### src/rtl/core/fdct_pkg.sv
// ----------------------------------------------------------------------------
// fdct_pkg
// shared constants, codes and controller/datapath handshake types for the
// fault debounce counter table
// ----------------------------------------------------------------------------
package fdct_pkg;

  // table geometry
  localparam int NUM_FAULTS = 64;
  localparam int IDX_W      = (NUM_FAULTS > 1) ? $clog2(NUM_FAULTS) : 1;

  // field widths
  localparam int CNT_W      = 16;
  localparam int THD_W      = 15;
  localparam int STEP_W     = 16;
  localparam int FIDX_W     = 6;
  localparam int SUM_W      = CNT_W + 2;

  localparam logic [THD_W-1:0] THD_RESET = THD_W'(127);

  // operation codes
  localparam logic [1:0] OP_REPORT    = 2'd0;
  localparam logic [1:0] OP_EVALUATE  = 2'd1;
  localparam logic [1:0] OP_CLEAR_ALL = 2'd2;
  localparam logic [1:0] OP_CLEAR_SAT = 2'd3;

  // monitor status codes
  localparam logic [2:0] MS_FAILED    = 3'd0;
  localparam logic [2:0] MS_PASSED    = 3'd1;
  localparam logic [2:0] MS_PREFAILED = 3'd2;
  localparam logic [2:0] MS_PREPASSED = 3'd3;
  localparam logic [2:0] MS_INIT      = 3'd4;

  // table read address source
  typedef enum logic [1:0] {
    RA_IN   = 2'd0,
    RA_ZERO = 2'd1,
    RA_WALK = 2'd2,
    RA_IDX  = 2'd3
  } rd_sel_t;

  // controller -> datapath
  typedef struct packed {
    logic    in_ready;
    logic    capture;
    logic    rd_en;
    rd_sel_t rd_sel;
    logic    walk_clr;
    logic    walk_step;
    logic    calc;
  } fdct_cmd_t;

  // datapath -> controller
  typedef struct packed {
    logic in_valid;
    logic in_is_clear;
    logic walk_last;
    logic out_free;
  } fdct_sts_t;

endpackage

### src/rtl/core/fdct_in_if.sv
// ----------------------------------------------------------------------------
// fdct_in_if
// request channel: one operation item per valid/ready handshake
// ----------------------------------------------------------------------------
interface fdct_in_if;
  logic        valid;
  logic        ready;
  logic [1:0]  operation;
  logic [5:0]  fault_index;
  logic [2:0]  monitor_status;
  logic [15:0] increment_step;
  logic [15:0] decrement_step;
  logic        keep_on_reverse;
  logic        reset_on_init;
  logic        stored_status_present;

  modport source (
    output valid, operation, fault_index, monitor_status, increment_step,
           decrement_step, keep_on_reverse, reset_on_init, stored_status_present,
    input  ready
  );

  modport sink (
    input  valid, operation, fault_index, monitor_status, increment_step,
           decrement_step, keep_on_reverse, reset_on_init, stored_status_present,
    output ready
  );
endinterface

### src/rtl/core/fdct_out_if.sv
// ----------------------------------------------------------------------------
// fdct_out_if
// result channel: one result item per valid/ready handshake
// ----------------------------------------------------------------------------
interface fdct_out_if;
  logic               valid;
  logic               ready;
  logic signed [15:0] counter_value;
  logic               limit_up;
  logic               limit_down;
  logic               first_detect_event;
  logic               reached_up_event;
  logic               reached_either_event;
  logic               status_error;

  modport source (
    output valid, counter_value, limit_up, limit_down, first_detect_event,
           reached_up_event, reached_either_event, status_error,
    input  ready
  );

  modport sink (
    input  valid, counter_value, limit_up, limit_down, first_detect_event,
           reached_up_event, reached_either_event, status_error,
    output ready
  );
endinterface

### src/rtl/core/fdct_ctrl.sv
// ----------------------------------------------------------------------------
// fdct_ctrl
// sequencer: single entry read-modify-write and whole-table walk
// ----------------------------------------------------------------------------
module fdct_ctrl
  import fdct_pkg::*;
(
  input  logic       clk,
  input  logic       rst_n,
  input  fdct_sts_t  sts,
  output fdct_cmd_t  cmd
);

  typedef enum logic [3:0] {
    S_IDLE = 4'b0001,
    S_WALK = 4'b0010,
    S_LOOK = 4'b0100,
    S_CALC = 4'b1000
  } state_t;

  state_t state_r, state_nxt;

  always_ff @(posedge clk) begin
    if (!rst_n) begin
      state_r <= S_IDLE;
    end else begin
      state_r <= state_nxt;
    end
  end

  always_comb begin
    state_nxt     = state_r;
    cmd           = '0;
    cmd.rd_sel    = RA_IN;
    unique case (state_r)
      S_IDLE: begin
        cmd.in_ready = 1'b1;
        if (sts.in_valid) begin
          cmd.capture = 1'b1;
          cmd.rd_en   = 1'b1;
          if (sts.in_is_clear) begin
            cmd.rd_sel   = RA_ZERO;
            cmd.walk_clr = 1'b1;
            state_nxt    = S_WALK;
          end else begin
            cmd.rd_sel = RA_IN;
            state_nxt  = S_CALC;
          end
        end
      end
      S_WALK: begin
        cmd.walk_step = 1'b1;
        if (sts.walk_last) begin
          state_nxt = S_LOOK;
        end else begin
          cmd.rd_en  = 1'b1;
          cmd.rd_sel = RA_WALK;
        end
      end
      S_LOOK: begin
        cmd.rd_en  = 1'b1;
        cmd.rd_sel = RA_IDX;
        state_nxt  = S_CALC;
      end
      S_CALC: begin
        if (sts.out_free) begin
          cmd.calc  = 1'b1;
          state_nxt = S_IDLE;
        end
      end
      default: begin
        state_nxt = S_IDLE;
      end
    endcase
  end

endmodule

### src/rtl/core/fdct_dp.sv
// ----------------------------------------------------------------------------
// fdct_dp
// datapath: counter table, previous-flag table, debounce arithmetic,
// threshold register and result register
// ----------------------------------------------------------------------------
module fdct_dp
  import fdct_pkg::*;
(
  input  logic              clk,
  input  logic              rst_n,
  input  logic              cfg_wr_en,
  input  logic [THD_W-1:0]  cfg_wr_data,
  fdct_in_if.sink           in_chan,
  fdct_out_if.source        out_chan,
  input  fdct_cmd_t         cmd,
  output fdct_sts_t         sts
);

  typedef struct packed {
    logic signed [CNT_W-1:0] cnt;
    logic                    up;
    logic                    dn;
  } main_word_t;

  typedef struct packed {
    logic up;
    logic dn;
    logic pos;
  } prev_word_t;

  // tables and their valid bits
  main_word_t main_mem [NUM_FAULTS];
  prev_word_t prev_mem [NUM_FAULTS];
  logic [NUM_FAULTS-1:0] main_vld_r, main_vld_nxt;
  logic [NUM_FAULTS-1:0] prev_vld_r, prev_vld_nxt;

  main_word_t rd_main_r;
  prev_word_t rd_prev_r;
  logic       rd_mvld_r, rd_pvld_r;

  logic [THD_W-1:0] thd_r;
  logic [IDX_W-1:0] walk_r;

  // latched item
  logic [1:0]        op_r;
  logic [FIDX_W-1:0] idx_r;
  logic [2:0]        ms_r;
  logic [STEP_W-1:0] inc_r, dec_r;
  logic              keep_r, init_clr_r, stored_r;

  // output register
  logic                    out_valid_r;
  logic signed [CNT_W-1:0] o_cnt_r;
  logic                    o_up_r, o_dn_r, o_first_r, o_rup_r, o_reither_r, o_err_r;

  logic [15:0]      in_idx_ext, idx_ext;
  logic [IDX_W-1:0] in_addr, idx_addr, rd_addr, wr_addr;
  logic             idx_ok;
  main_word_t       cur, main_wdata;
  prev_word_t       prv, prev_wdata;
  logic             main_we, prev_we, clr_hit;

  logic signed [SUM_W-1:0] c_x, thd_x, v, base;
  logic signed [CNT_W-1:0] thd_c, new_cnt;
  logic                    new_up, new_dn, err, pos, first, rup, reither;

  assign in_idx_ext = 16'(in_chan.fault_index);
  assign idx_ext    = 16'(idx_r);
  assign in_addr    = in_idx_ext[IDX_W-1:0];
  assign idx_addr   = idx_ext[IDX_W-1:0];
  assign idx_ok     = idx_ext < 16'(NUM_FAULTS);

  assign in_chan.ready = cmd.in_ready;

  assign sts.in_valid    = in_chan.valid;
  assign sts.in_is_clear = (in_chan.operation == OP_CLEAR_ALL) ||
                           (in_chan.operation == OP_CLEAR_SAT);
  assign sts.walk_last   = walk_r == IDX_W'(NUM_FAULTS - 1);
  assign sts.out_free    = !out_valid_r || out_chan.ready;

  always_comb begin
    unique case (cmd.rd_sel)
      RA_IN:   rd_addr = in_addr;
      RA_ZERO: rd_addr = '0;
      RA_WALK: rd_addr = IDX_W'(walk_r + 1'b1);
      RA_IDX:  rd_addr = idx_addr;
      default: rd_addr = in_addr;
    endcase
  end

  // entries never written read as zero
  assign cur = rd_mvld_r ? rd_main_r : '0;
  assign prv = rd_pvld_r ? rd_prev_r : '0;

  // report arithmetic
  assign c_x   = {{(SUM_W-CNT_W){cur.cnt[CNT_W-1]}}, cur.cnt};
  assign thd_x = {{(SUM_W-THD_W){1'b0}}, thd_r};
  assign thd_c = {1'b0, thd_r};

  always_comb begin
    err  = 1'b0;
    base = c_x;
    unique case (ms_r)
      MS_FAILED:    v = thd_x;
      MS_PASSED:    v = -thd_x;
      MS_PREFAILED: begin
        base = (cur.cnt > 0) ? c_x : '0;
        v    = base + {{(SUM_W-STEP_W){1'b0}}, inc_r};
      end
      MS_PREPASSED: begin
        base = (!keep_r && cur.cnt > 0) ? '0 : c_x;
        v    = base - {{(SUM_W-STEP_W){1'b0}}, dec_r};
      end
      MS_INIT:      v = init_clr_r ? '0 : c_x;
      default: begin
        v   = c_x;
        err = 1'b1;
      end
    endcase
  end

  // saturation, upper bound checked first
  always_comb begin
    if (v >= thd_x) begin
      new_cnt = thd_c;
      new_up  = 1'b1;
      new_dn  = 1'b0;
    end else if (v <= -thd_x) begin
      new_cnt = -thd_c;
      new_up  = 1'b0;
      new_dn  = 1'b1;
    end else begin
      new_cnt = v[CNT_W-1:0];
      new_up  = 1'b0;
      new_dn  = 1'b0;
    end
  end

  // evaluate edges
  assign pos     = cur.cnt > 0;
  assign first   = pos && !prv.pos && !stored_r;
  assign rup     = cur.up && !prv.up;
  assign reither = rup || (cur.dn && !prv.dn);

  // table writes
  assign clr_hit = (op_r == OP_CLEAR_ALL) || (cur.cnt == thd_c) || (cur.cnt == -thd_c);

  always_comb begin
    main_we    = 1'b0;
    wr_addr    = idx_addr;
    main_wdata = '0;
    if (cmd.walk_step) begin
      main_we = clr_hit;
      wr_addr = walk_r;
    end else if (cmd.calc && op_r == OP_REPORT && idx_ok) begin
      main_we    = 1'b1;
      main_wdata = '{cnt: new_cnt, up: new_up, dn: new_dn};
    end
  end

  assign prev_we    = cmd.calc && op_r == OP_EVALUATE && idx_ok;
  assign prev_wdata = '{up: cur.up, dn: cur.dn, pos: pos};

  always_comb begin
    main_vld_nxt = main_vld_r;
    prev_vld_nxt = prev_vld_r;
    if (main_we) main_vld_nxt[wr_addr] = 1'b1;
    if (prev_we) prev_vld_nxt[idx_addr] = 1'b1;
  end

  always_ff @(posedge clk) begin
    if (main_we) main_mem[wr_addr] <= main_wdata;
    if (prev_we) prev_mem[idx_addr] <= prev_wdata;
    if (cmd.rd_en) begin
      rd_main_r <= main_mem[rd_addr];
      rd_prev_r <= prev_mem[rd_addr];
    end
  end

  // control state
  always_ff @(posedge clk) begin
    if (!rst_n) begin
      main_vld_r  <= '0;
      prev_vld_r  <= '0;
      rd_mvld_r   <= 1'b0;
      rd_pvld_r   <= 1'b0;
      thd_r       <= THD_RESET;
      walk_r      <= '0;
      out_valid_r <= 1'b0;
    end else begin
      main_vld_r <= main_vld_nxt;
      prev_vld_r <= prev_vld_nxt;
      if (cmd.rd_en) begin
        rd_mvld_r <= main_vld_r[rd_addr];
        rd_pvld_r <= prev_vld_r[rd_addr];
      end
      if (cfg_wr_en) thd_r <= cfg_wr_data;
      if (cmd.walk_clr) begin
        walk_r <= '0;
      end else if (cmd.walk_step) begin
        walk_r <= IDX_W'(walk_r + 1'b1);
      end
      if (cmd.calc) begin
        out_valid_r <= 1'b1;
      end else if (out_chan.ready) begin
        out_valid_r <= 1'b0;
      end
    end
  end

  // payload
  always_ff @(posedge clk) begin
    if (cmd.capture) begin
      op_r       <= in_chan.operation;
      idx_r      <= in_chan.fault_index;
      ms_r       <= in_chan.monitor_status;
      inc_r      <= in_chan.increment_step;
      dec_r      <= in_chan.decrement_step;
      keep_r     <= in_chan.keep_on_reverse;
      init_clr_r <= in_chan.reset_on_init;
      stored_r   <= in_chan.stored_status_present;
    end
    if (cmd.calc) begin
      // report gives the saturated value, other operations the entry as read
      o_cnt_r     <= !idx_ok ? '0 : (op_r == OP_REPORT) ? new_cnt : cur.cnt;
      o_up_r      <= idx_ok && ((op_r == OP_REPORT) ? new_up : cur.up);
      o_dn_r      <= idx_ok && ((op_r == OP_REPORT) ? new_dn : cur.dn);
      o_err_r     <= idx_ok && (op_r == OP_REPORT) && err;
      // events only on evaluate
      o_first_r   <= idx_ok && (op_r == OP_EVALUATE) && first;
      o_rup_r     <= idx_ok && (op_r == OP_EVALUATE) && rup;
      o_reither_r <= idx_ok && (op_r == OP_EVALUATE) && reither;
    end
  end

  assign out_chan.valid                = out_valid_r;
  assign out_chan.counter_value        = o_cnt_r;
  assign out_chan.limit_up             = o_up_r;
  assign out_chan.limit_down           = o_dn_r;
  assign out_chan.first_detect_event   = o_first_r;
  assign out_chan.reached_up_event     = o_rup_r;
  assign out_chan.reached_either_event = o_reither_r;
  assign out_chan.status_error         = o_err_r;

endmodule

### src/rtl/core/fault_debounce_counter_table.sv
// ----------------------------------------------------------------------------
// fault_debounce_counter_table
// per-fault signed debounce counters with limit flags and evaluate events
// ----------------------------------------------------------------------------
// One signed counter per fault, saturating at +/- cfg threshold (reset 127).
// Each accepted item gives exactly one result item. A report or evaluate is a
// read-modify-write of the addressed table entry (accept with table read,
// then compute/write/load result), one item at a time; the compute step
// waits while the result register still holds an untaken item.
// Clear-all and clear-saturated walk the whole table through its read and
// write ports one entry per cycle. A new item can be accepted while the
// previous result is still waiting at the output. The threshold register is
// written with cfg_wr_en and must only change while the block is idle. No
// clearing pass is needed after reset: per-entry valid bits make unwritten
// entries read as zero.
// ----------------------------------------------------------------------------
module fault_debounce_counter_table
  import fdct_pkg::*;
(
  input  logic              clk,
  input  logic              rst_n,
  // threshold register write
  input  logic              cfg_wr_en,
  input  logic [THD_W-1:0]  cfg_wr_data,
  // request items
  fdct_in_if.sink           in_chan,
  // result items
  fdct_out_if.source        out_chan
);

  // command and status between sequencer and datapath
  fdct_cmd_t cmd;
  fdct_sts_t sts;

  // sequencer: idle / walk / look-up / compute
  fdct_ctrl u_ctrl (
    .clk   (clk),
    .rst_n (rst_n),
    .sts   (sts),
    .cmd   (cmd)
  );

  // tables, arithmetic, threshold and output register
  fdct_dp u_dp (
    .clk         (clk),
    .rst_n       (rst_n),
    .cfg_wr_en   (cfg_wr_en),
    .cfg_wr_data (cfg_wr_data),
    .in_chan     (in_chan),
    .out_chan    (out_chan),
    .cmd         (cmd),
    .sts         (sts)
  );

endmodule
### src/flat_wrapper.sv
// flat-port wrapper written by rule: the top's interface ports become plain ports
module fault_debounce_counter_table_flat import fdct_pkg::*;
  (clk, rst_n, cfg_wr_en, cfg_wr_data, in_chan_valid, in_chan_operation, in_chan_fault_index, in_chan_monitor_status, in_chan_increment_step, in_chan_decrement_step, in_chan_keep_on_reverse, in_chan_reset_on_init, in_chan_stored_status_present, in_chan_ready, out_chan_valid, out_chan_counter_value, out_chan_limit_up, out_chan_limit_down, out_chan_first_detect_event, out_chan_reached_up_event, out_chan_reached_either_event, out_chan_status_error, out_chan_ready);
  fdct_in_if in_chan_i ();
  fdct_out_if out_chan_i ();
  input  logic clk;
  input  logic rst_n;
  input  logic cfg_wr_en;
  input  logic [THD_W-1:0] cfg_wr_data;
  input wire logic [$bits(in_chan_i.valid)-1:0] in_chan_valid;
  input wire logic [$bits(in_chan_i.operation)-1:0] in_chan_operation;
  input wire logic [$bits(in_chan_i.fault_index)-1:0] in_chan_fault_index;
  input wire logic [$bits(in_chan_i.monitor_status)-1:0] in_chan_monitor_status;
  input wire logic [$bits(in_chan_i.increment_step)-1:0] in_chan_increment_step;
  input wire logic [$bits(in_chan_i.decrement_step)-1:0] in_chan_decrement_step;
  input wire logic [$bits(in_chan_i.keep_on_reverse)-1:0] in_chan_keep_on_reverse;
  input wire logic [$bits(in_chan_i.reset_on_init)-1:0] in_chan_reset_on_init;
  input wire logic [$bits(in_chan_i.stored_status_present)-1:0] in_chan_stored_status_present;
  output wire logic [$bits(in_chan_i.ready)-1:0] in_chan_ready;
  output wire logic [$bits(out_chan_i.valid)-1:0] out_chan_valid;
  output wire logic [$bits(out_chan_i.counter_value)-1:0] out_chan_counter_value;
  output wire logic [$bits(out_chan_i.limit_up)-1:0] out_chan_limit_up;
  output wire logic [$bits(out_chan_i.limit_down)-1:0] out_chan_limit_down;
  output wire logic [$bits(out_chan_i.first_detect_event)-1:0] out_chan_first_detect_event;
  output wire logic [$bits(out_chan_i.reached_up_event)-1:0] out_chan_reached_up_event;
  output wire logic [$bits(out_chan_i.reached_either_event)-1:0] out_chan_reached_either_event;
  output wire logic [$bits(out_chan_i.status_error)-1:0] out_chan_status_error;
  input wire logic [$bits(out_chan_i.ready)-1:0] out_chan_ready;
  assign in_chan_i.valid = in_chan_valid;
  assign in_chan_i.operation = in_chan_operation;
  assign in_chan_i.fault_index = in_chan_fault_index;
  assign in_chan_i.monitor_status = in_chan_monitor_status;
  assign in_chan_i.increment_step = in_chan_increment_step;
  assign in_chan_i.decrement_step = in_chan_decrement_step;
  assign in_chan_i.keep_on_reverse = in_chan_keep_on_reverse;
  assign in_chan_i.reset_on_init = in_chan_reset_on_init;
  assign in_chan_i.stored_status_present = in_chan_stored_status_present;
  assign in_chan_ready = in_chan_i.ready;
  assign out_chan_valid = out_chan_i.valid;
  assign out_chan_counter_value = out_chan_i.counter_value;
  assign out_chan_limit_up = out_chan_i.limit_up;
  assign out_chan_limit_down = out_chan_i.limit_down;
  assign out_chan_first_detect_event = out_chan_i.first_detect_event;
  assign out_chan_reached_up_event = out_chan_i.reached_up_event;
  assign out_chan_reached_either_event = out_chan_i.reached_either_event;
  assign out_chan_status_error = out_chan_i.status_error;
  assign out_chan_i.ready = out_chan_ready;
  fault_debounce_counter_table u_core (.clk(clk), .rst_n(rst_n), .cfg_wr_en(cfg_wr_en), .cfg_wr_data(cfg_wr_data), .in_chan(in_chan_i), .out_chan(out_chan_i));
endmodule
### config.mk
export PLATFORM = sky130hd
export DESIGN_NAME = fault_debounce_counter_table_flat
export DESIGN_NICKNAME = d
export VERILOG_FILES = /design/src/rtl/core/fdct_pkg.sv /design/src/rtl/core/fdct_in_if.sv /design/src/rtl/core/fdct_out_if.sv /design/src/rtl/core/fdct_ctrl.sv /design/src/rtl/core/fdct_dp.sv /design/src/rtl/core/fault_debounce_counter_table.sv /design/src/flat_wrapper.sv
export SDC_FILE = /design/constraint.sdc
export NUM_CORES = 2
export LEC_CHECK = 0
export BUFFER_PORTS_ARGS = -buffer_cell sky130_fd_sc_hd__clkbuf_2
export CAP_MARGIN = 20
export CORE_MARGIN = 2
export CORE_UTILIZATION = 45
export CTS_CLUSTER_SIZE = 10
export DETAILED_ROUTE_END_ITERATION = 8
export PLACE_DENSITY = 0.64
export SLEW_MARGIN = 5
export SYNTH_ARGS = -nofsm -noshare
export SYNTH_HDL_FRONTEND = slang
export SYNTH_SLANG_ARGS = --single-unit
### constraint.sdc
create_clock -name clk -period 11.5 [get_ports clk]
set_input_delay 3.45 -clock clk [delete_from_list [all_inputs] [get_ports clk]]
set_output_delay 3.45 -clock clk [all_outputs]
set_load 0.005 [all_outputs]
* Word level (Yosys, flattened, before mapping)
Memories as Yosys holds them, arrays and structs flattened. A register that Yosys moved wholly into a read port is not among the register bits. Index checks and enable logic that the tools add are counted.
Word-level totals: register bits 224, bits in read-only memories 0, bits of input ports 66, output and inout port bits 24, bits in latches 0, word-level logic and storage cells 150, memories 2, RAM bits 1344
Operators by class: reduce and logical (&&, ||, !) cells 37, divide/modulo/power cells 0, add/sub/neg operators 5, $lt $le $gt $ge 9, multiplexer cells 50, bitwise gates (word level) 3, multipliers 0, eq/ne operators 21, shifts and indexed selects 0
Memories:
- u_core.u_dp.main_mem | words 64, width 18, rd ports 1, clocked after memory_dff 1, wr ports 1, RTL line fdct_dp.sv:32 | main_word_t main_mem [NUM_FAULTS];
- u_core.u_dp.prev_mem | words 64, width 3, rd ports 1, clocked after memory_dff 1, wr ports 1, RTL line fdct_dp.sv:33 | prev_word_t prev_mem [NUM_FAULTS];
Operators by type and width (number):
- 64-bit bitwise OR | 2
- 18-bit two-way mux | 6
- 18-bit one-hot mux with 5 select lines | 1
- 16-bit two-way mux | 3
- 16-bit == test | 2
- 6-bit by 7-bit less-than comparator with 1-bit output (second input constant) | 4
- 1-bit two-way mux | 24
- 6-bit one-hot mux with 4 select lines | 1
- 1-bit logical AND | 19
- 18-bit by 16-bit adder with 18-bit output | 1
- 18-bit by 16-bit greater-or-equal comparator with 1-bit output | 1
- 18-bit <= comparator | 1
- 15-bit negation with 18-bit output | 1
- 18-bit by 16-bit subtractor with 18-bit output | 1
- 16-bit by 1-bit greater-than comparator with 1-bit output (second input constant) | 1
- 4-bit two-way mux | 4
- 15-bit negation with 16-bit output | 1
- 4-bit one-hot mux with 4 select lines | 1
- 1-bit binary-select mux with 6-bit select | 2
- 1-bit demux with 6-bit select | 2
- 6-bit by 1-bit greater-or-equal comparator with 1-bit output (second input constant) | 2
- 2-bit == test (second input constant) | 5
- 3-bit one-hot mux with 3 select lines | 1
- 6-bit by 1-bit adder with 6-bit output (second input constant) | 1
- other kinds (24) | 38

* Logic depth before layout (Yosys ltp)
depth in word-level cells 11, mapped depth 29, depth with buffers taken out 26

* Modules after synthesis
Synthesis repeated with hierarchy kept, for this count alone.
Second synthesis, totals: cell total of the unflattened synthesis 5950, area, all modules 68434.4 um2
By module, submodules not included:
- fdct_dp | area an instance 68091.6 um2, seq. area each 46074.2 um2, cells an instance 5911, times used 1
- fdct_ctrl | area an instance 342.8 um2, seq. area each 80.1 um2, cells an instance 39, times used 1

* Worst setup path before layout
Ideal clock, no wire load.
path type reg2reg, from reg u_core.u_dp.rd_mvld_r, to mem u_core.u_dp.main_mem[0][12] (netlist name) (data pin), library setup time 0.721 ns, buffers on the path 4, arrival time 8.423 ns, setup slack 2.357 ns, clock period less this slack 9.143 ns, data required time 10.779 ns, cell stages (with the launch flop) 29, cell sequence dfxtp_1 clkbuf_1 clkbuf_1 buf_1 nor2b_1 nand2_1 nor2_1 or2_2 ha_1 inv_1 fa_1 a21oi_1 o21ai_0 a21oi_1 o21ai_0 a21oi_1 xor2_1 o211ai_1 a21boi_0 ha_1 a21o_1 a21o_1 a21oi_1 nor2_1 o31ai_1 clkbuf_1 o21a_1 inv_1 a211oi_1
RTL lines:
- from (decl) | RTL line fdct_dp.sv:39 | logic rd_mvld_r, rd_pvld_r;
- from (signal assigned) | RTL line fdct_dp.sv:194 | rd_mvld_r <= main_vld_r[rd_addr];
- to (decl) | RTL line fdct_dp.sv:32

==> impl_metrics.yaml <==
run_status:
  status: "finished clean"
placed_design:
  numPortBuffers: 89
  placed_area_um2: 71200
  dp_hpwl_um: 117000
  gp_congestion: 0.988
setup_path:
  critPathMaxFanout: 48
  worstPathArrival_ns: 9.15
  critical_path_required_ns: 11.99
  path_class: "flop to flop"
  critPathLaunchType: "flop"
  max_stage_delay_ns: 0.87
  cp-end-kind: "flop"
  slowest_stage: "a211oi_4"
  cp_common_cell: "a21oi_1"
synth:
  yosysUniqueCellTypes: 83
  netlist.top_cell.by_area: "edfxtp_1"
  synthMuxAreaShare_pct: 0.742
  syn_inst: 5724
  seq_area_frac_synth_pct: 67.9
  ys_top_cells_by_count: "1601 x nand2_1, 1433 x edfxtp_1, 482 x nand3_1"
  synth_warnings: 0
  synthFlopType: "edfxtp_1"
  yosysMostFrequentCell: "nand2_1"
  synthArstFlopShare_pct: 0
  synth-edff-count: 1433
  synthTopCellsByArea: "edfxtp_1 63%, nand2_1 8.8%, dfxtp_1 4.6%"
  synth-compound-area-share_pct: 9.37
  synthAdderAreaFrac_pct: 1.31
  synth_top_family_by_area: "simple AND/OR/NAND/NOR gates"
  synth_seq_cells: 1589
  syn_area_per_cell_um2: 11.9
  yosysTopAreaCellShare_pct: 63.3
  synth_xor_area_share_pct: 0.808
  yosys.area_share.simple_pct: 17.0
  syn_area_um2: 68000
global_routing:
  grt_max_degree: 170
  grt_pass1_vias: 44500
  grt_pass1_wl_um: 295000
  grt_overflow: 0
  antenna_found_initial: 5
  grt_usage_pct: 25.5
layout:
  drive_above_1_share_pct: 10.3
  syn_to_final_growth_pct: 12.4
  seq_area_um2: 46200
  finalInstanceArea_um2: 76300
  multiInputGateArea_um2: 20400
  fin_nets: 5892
  fillers: 12900
route:
  first_pass_iters: 8
  wl_met1_um: 85200
  finalWirelength_um: 200000
  vias: 47800
  drc: 0
  wl_met3_um: 18400
  routed_via_density: 6.08
  dr.max_layer_used: "met4"
  wl_met2_um: 90300
  wl_per_cell_um: 25.4
  drtIter0Drc: 6602
  ant_nets: 0
clocking:
  clk_latency_ns: 0.81
  htree_levels: 4
  numClockSinks: 1589
  hold_buffers: 0
  cts_root_buf: "clkbuf_16"
  cts_setup_buffers: 0
  cts_buffer_depth: 3
  cts.repair.resized: 0
  path_clk_slew_ns: 0.06
  cts_buffers: 179
  cts_tree: "yes"
power_and_ir_drop:
  netSwitchingFraction_pct: 26.8
  pwr-share-comb_pct: 13.5
  power.density_nw_per_um2: 174
  p_switching_mw: 3.57
  leakage_nw: 26.7
  clock_power_share_pct: 38.6
  ir_worst_vdd_mv: 0.123
  pwr-share-seq_pct: 47.9
  internal_power_mw: 9.72
floorplan:
  fp.dieArea_um2: 154000
  ios: 90
  chipWidth_um: 393
  core_area_um2: 150000
  placementRows: 142
  die_h_um: 393
  start_util_pct: 45.3
timing:
  fin_crit_ns: 8.66
  fin_worst_skew_ns: 0.0533
  setup_viol: 0
  setup_tns_ns: 0
  layout_worst_path_cycle_share_pct: 75.3
  tightest_slew_ns: 1.18
  slew_headroom_pct: 20.6
  max_freq_mhz: 116
  report.final.slew_viol_count: 0
  timing_hold_violations_final: 0
  rsz0062_at_grt: "no"
min_path:
  hold_path_class: "flop to flop"
job:
  maxCapViolCount: 0
-- layout by cell type, fill, tap and decap left out, types with 73 or more instances in the layout --
master | netlist | layout
buf_4 | 8 | 164
nand3_1 | 482 | 482
nor2_1 | 170 | 157
a21oi_1 | 81 | 78
and3_1 | 159 | 159
clkbuf_2 | 0 | 88
a311oi_1 | 295 | 292
edfxtp_1 | 1433 | 1433
clkbuf_16 | 0 | 180
o21a_1 | 75 | 73
nand2_1 | 1601 | 1599
dfxtp_1 | 156 | 155
-- worst max-delay path: cells and delay by family (launching register included) --
kind,cells,cell delay [ns]
buffers and inverters,3,1.06
adder cells (fa/ha/maj),3,0.90
XOR/XNOR,1,0.14
flip-flops,1,0.42
AND/OR/NAND/NOR,5,1.94
AO/OA/AOI/OAI,14,3.78
-- metrics by stage --
stage / utilization (%) / worst slack [ns] / power [mW] / hold WS [ns] / std cells
after floorplan: - / 2.36 / 7.58 / 0.420 / 5725
after global placement: 47.5 / 3.17 / 8.23 / 0.430 / 7587
after detailed placement: 47.5 / 3.07 / 8.24 / 0.437 / 7589
after CTS: 50.9 / 2.99 / 13.3 / 0.450 / 7854
after global routing: 50.9 / 2.39 / 13.7 / 0.472 / 7858
final: 50.9 / 2.84 / 13.3 / 0.449 / 7858
-- sequential cells by signal, indices dropped and copies added, names as in the netlist, 4 cells and up --
signal	cells
u_core.u_dp.inc_r	16
u_core.u_dp.rd_main_r	18
u_core.u_dp.out_chan.counter_value	16
u_core.u_dp.walk_r	6
u_core.u_dp.thd_r	15
u_core.u_dp.prev_mem	192
u_core.u_ctrl.state_r	4
u_core.u_dp.idx_addr	6
u_core.u_dp.dec_r	16
u_core.u_dp.main_mem	1152
u_core.u_dp.prev_vld_r	64
u_core.u_dp.main_vld_r	64
-- path summary, 6_finish.rpt --
check,start,endpoint,slack [ns],cells after the start
setup / recovery,u_core.u_dp.rd_main_r[17],u_core.u_dp.main_mem[40][12],2.84,26
hold / removal,u_core.u_dp.main_vld_r[60],u_core.u_dp.main_vld_r[60],0.45,2
setup reg to reg,u_core.u_dp.rd_main_r[17],u_core.u_dp.main_mem[40][12],2.84,26
hold reg to reg,u_core.u_dp.main_vld_r[60],u_core.u_dp.main_vld_r[60],0.45,2
-- final cells by class --
cell class | count | area share, %
clock buffers | 247 | 6.27
clock inverters | 18 | 0.451
well taps | 2016 | 3.30
flip-flops and latches | 1589 | 60.5
inverters | 61 | 0.300
multi-input cells | 3662 | 26.8
repair buffers | 263 | 2.45
diodes | 2 | 0.00656
-- routing by layer --
layer  GRT usage (%)  vias up
met3            3.91      340
li1                -    21200
met4            7.98        0
met2            38.7     2467
met5               0        -
met1            37.6    23800
-- power by group through the flow --
stage	clock network [mW]	registers (mW)	logic [mW]
6_report	5.13	6.36	1.80
5_1_grt	5.42	6.36	1.93
4_1_cts	5.20	6.36	1.78
3_5_place_dp	0	6.47	1.77
3_3_place_gp	0	6.47	1.75
2_1_floorplan	0	6.44	1.14
-- logic make-up after synthesis --
family	Yosys count
fa+ha+maj	70
simple gates	2649
compound gates	836
mux	44
xor+xnor	61
buf+inv	474
other cells	1
flops	1589
Note: power is estimated with default switching activity, not from simulation.
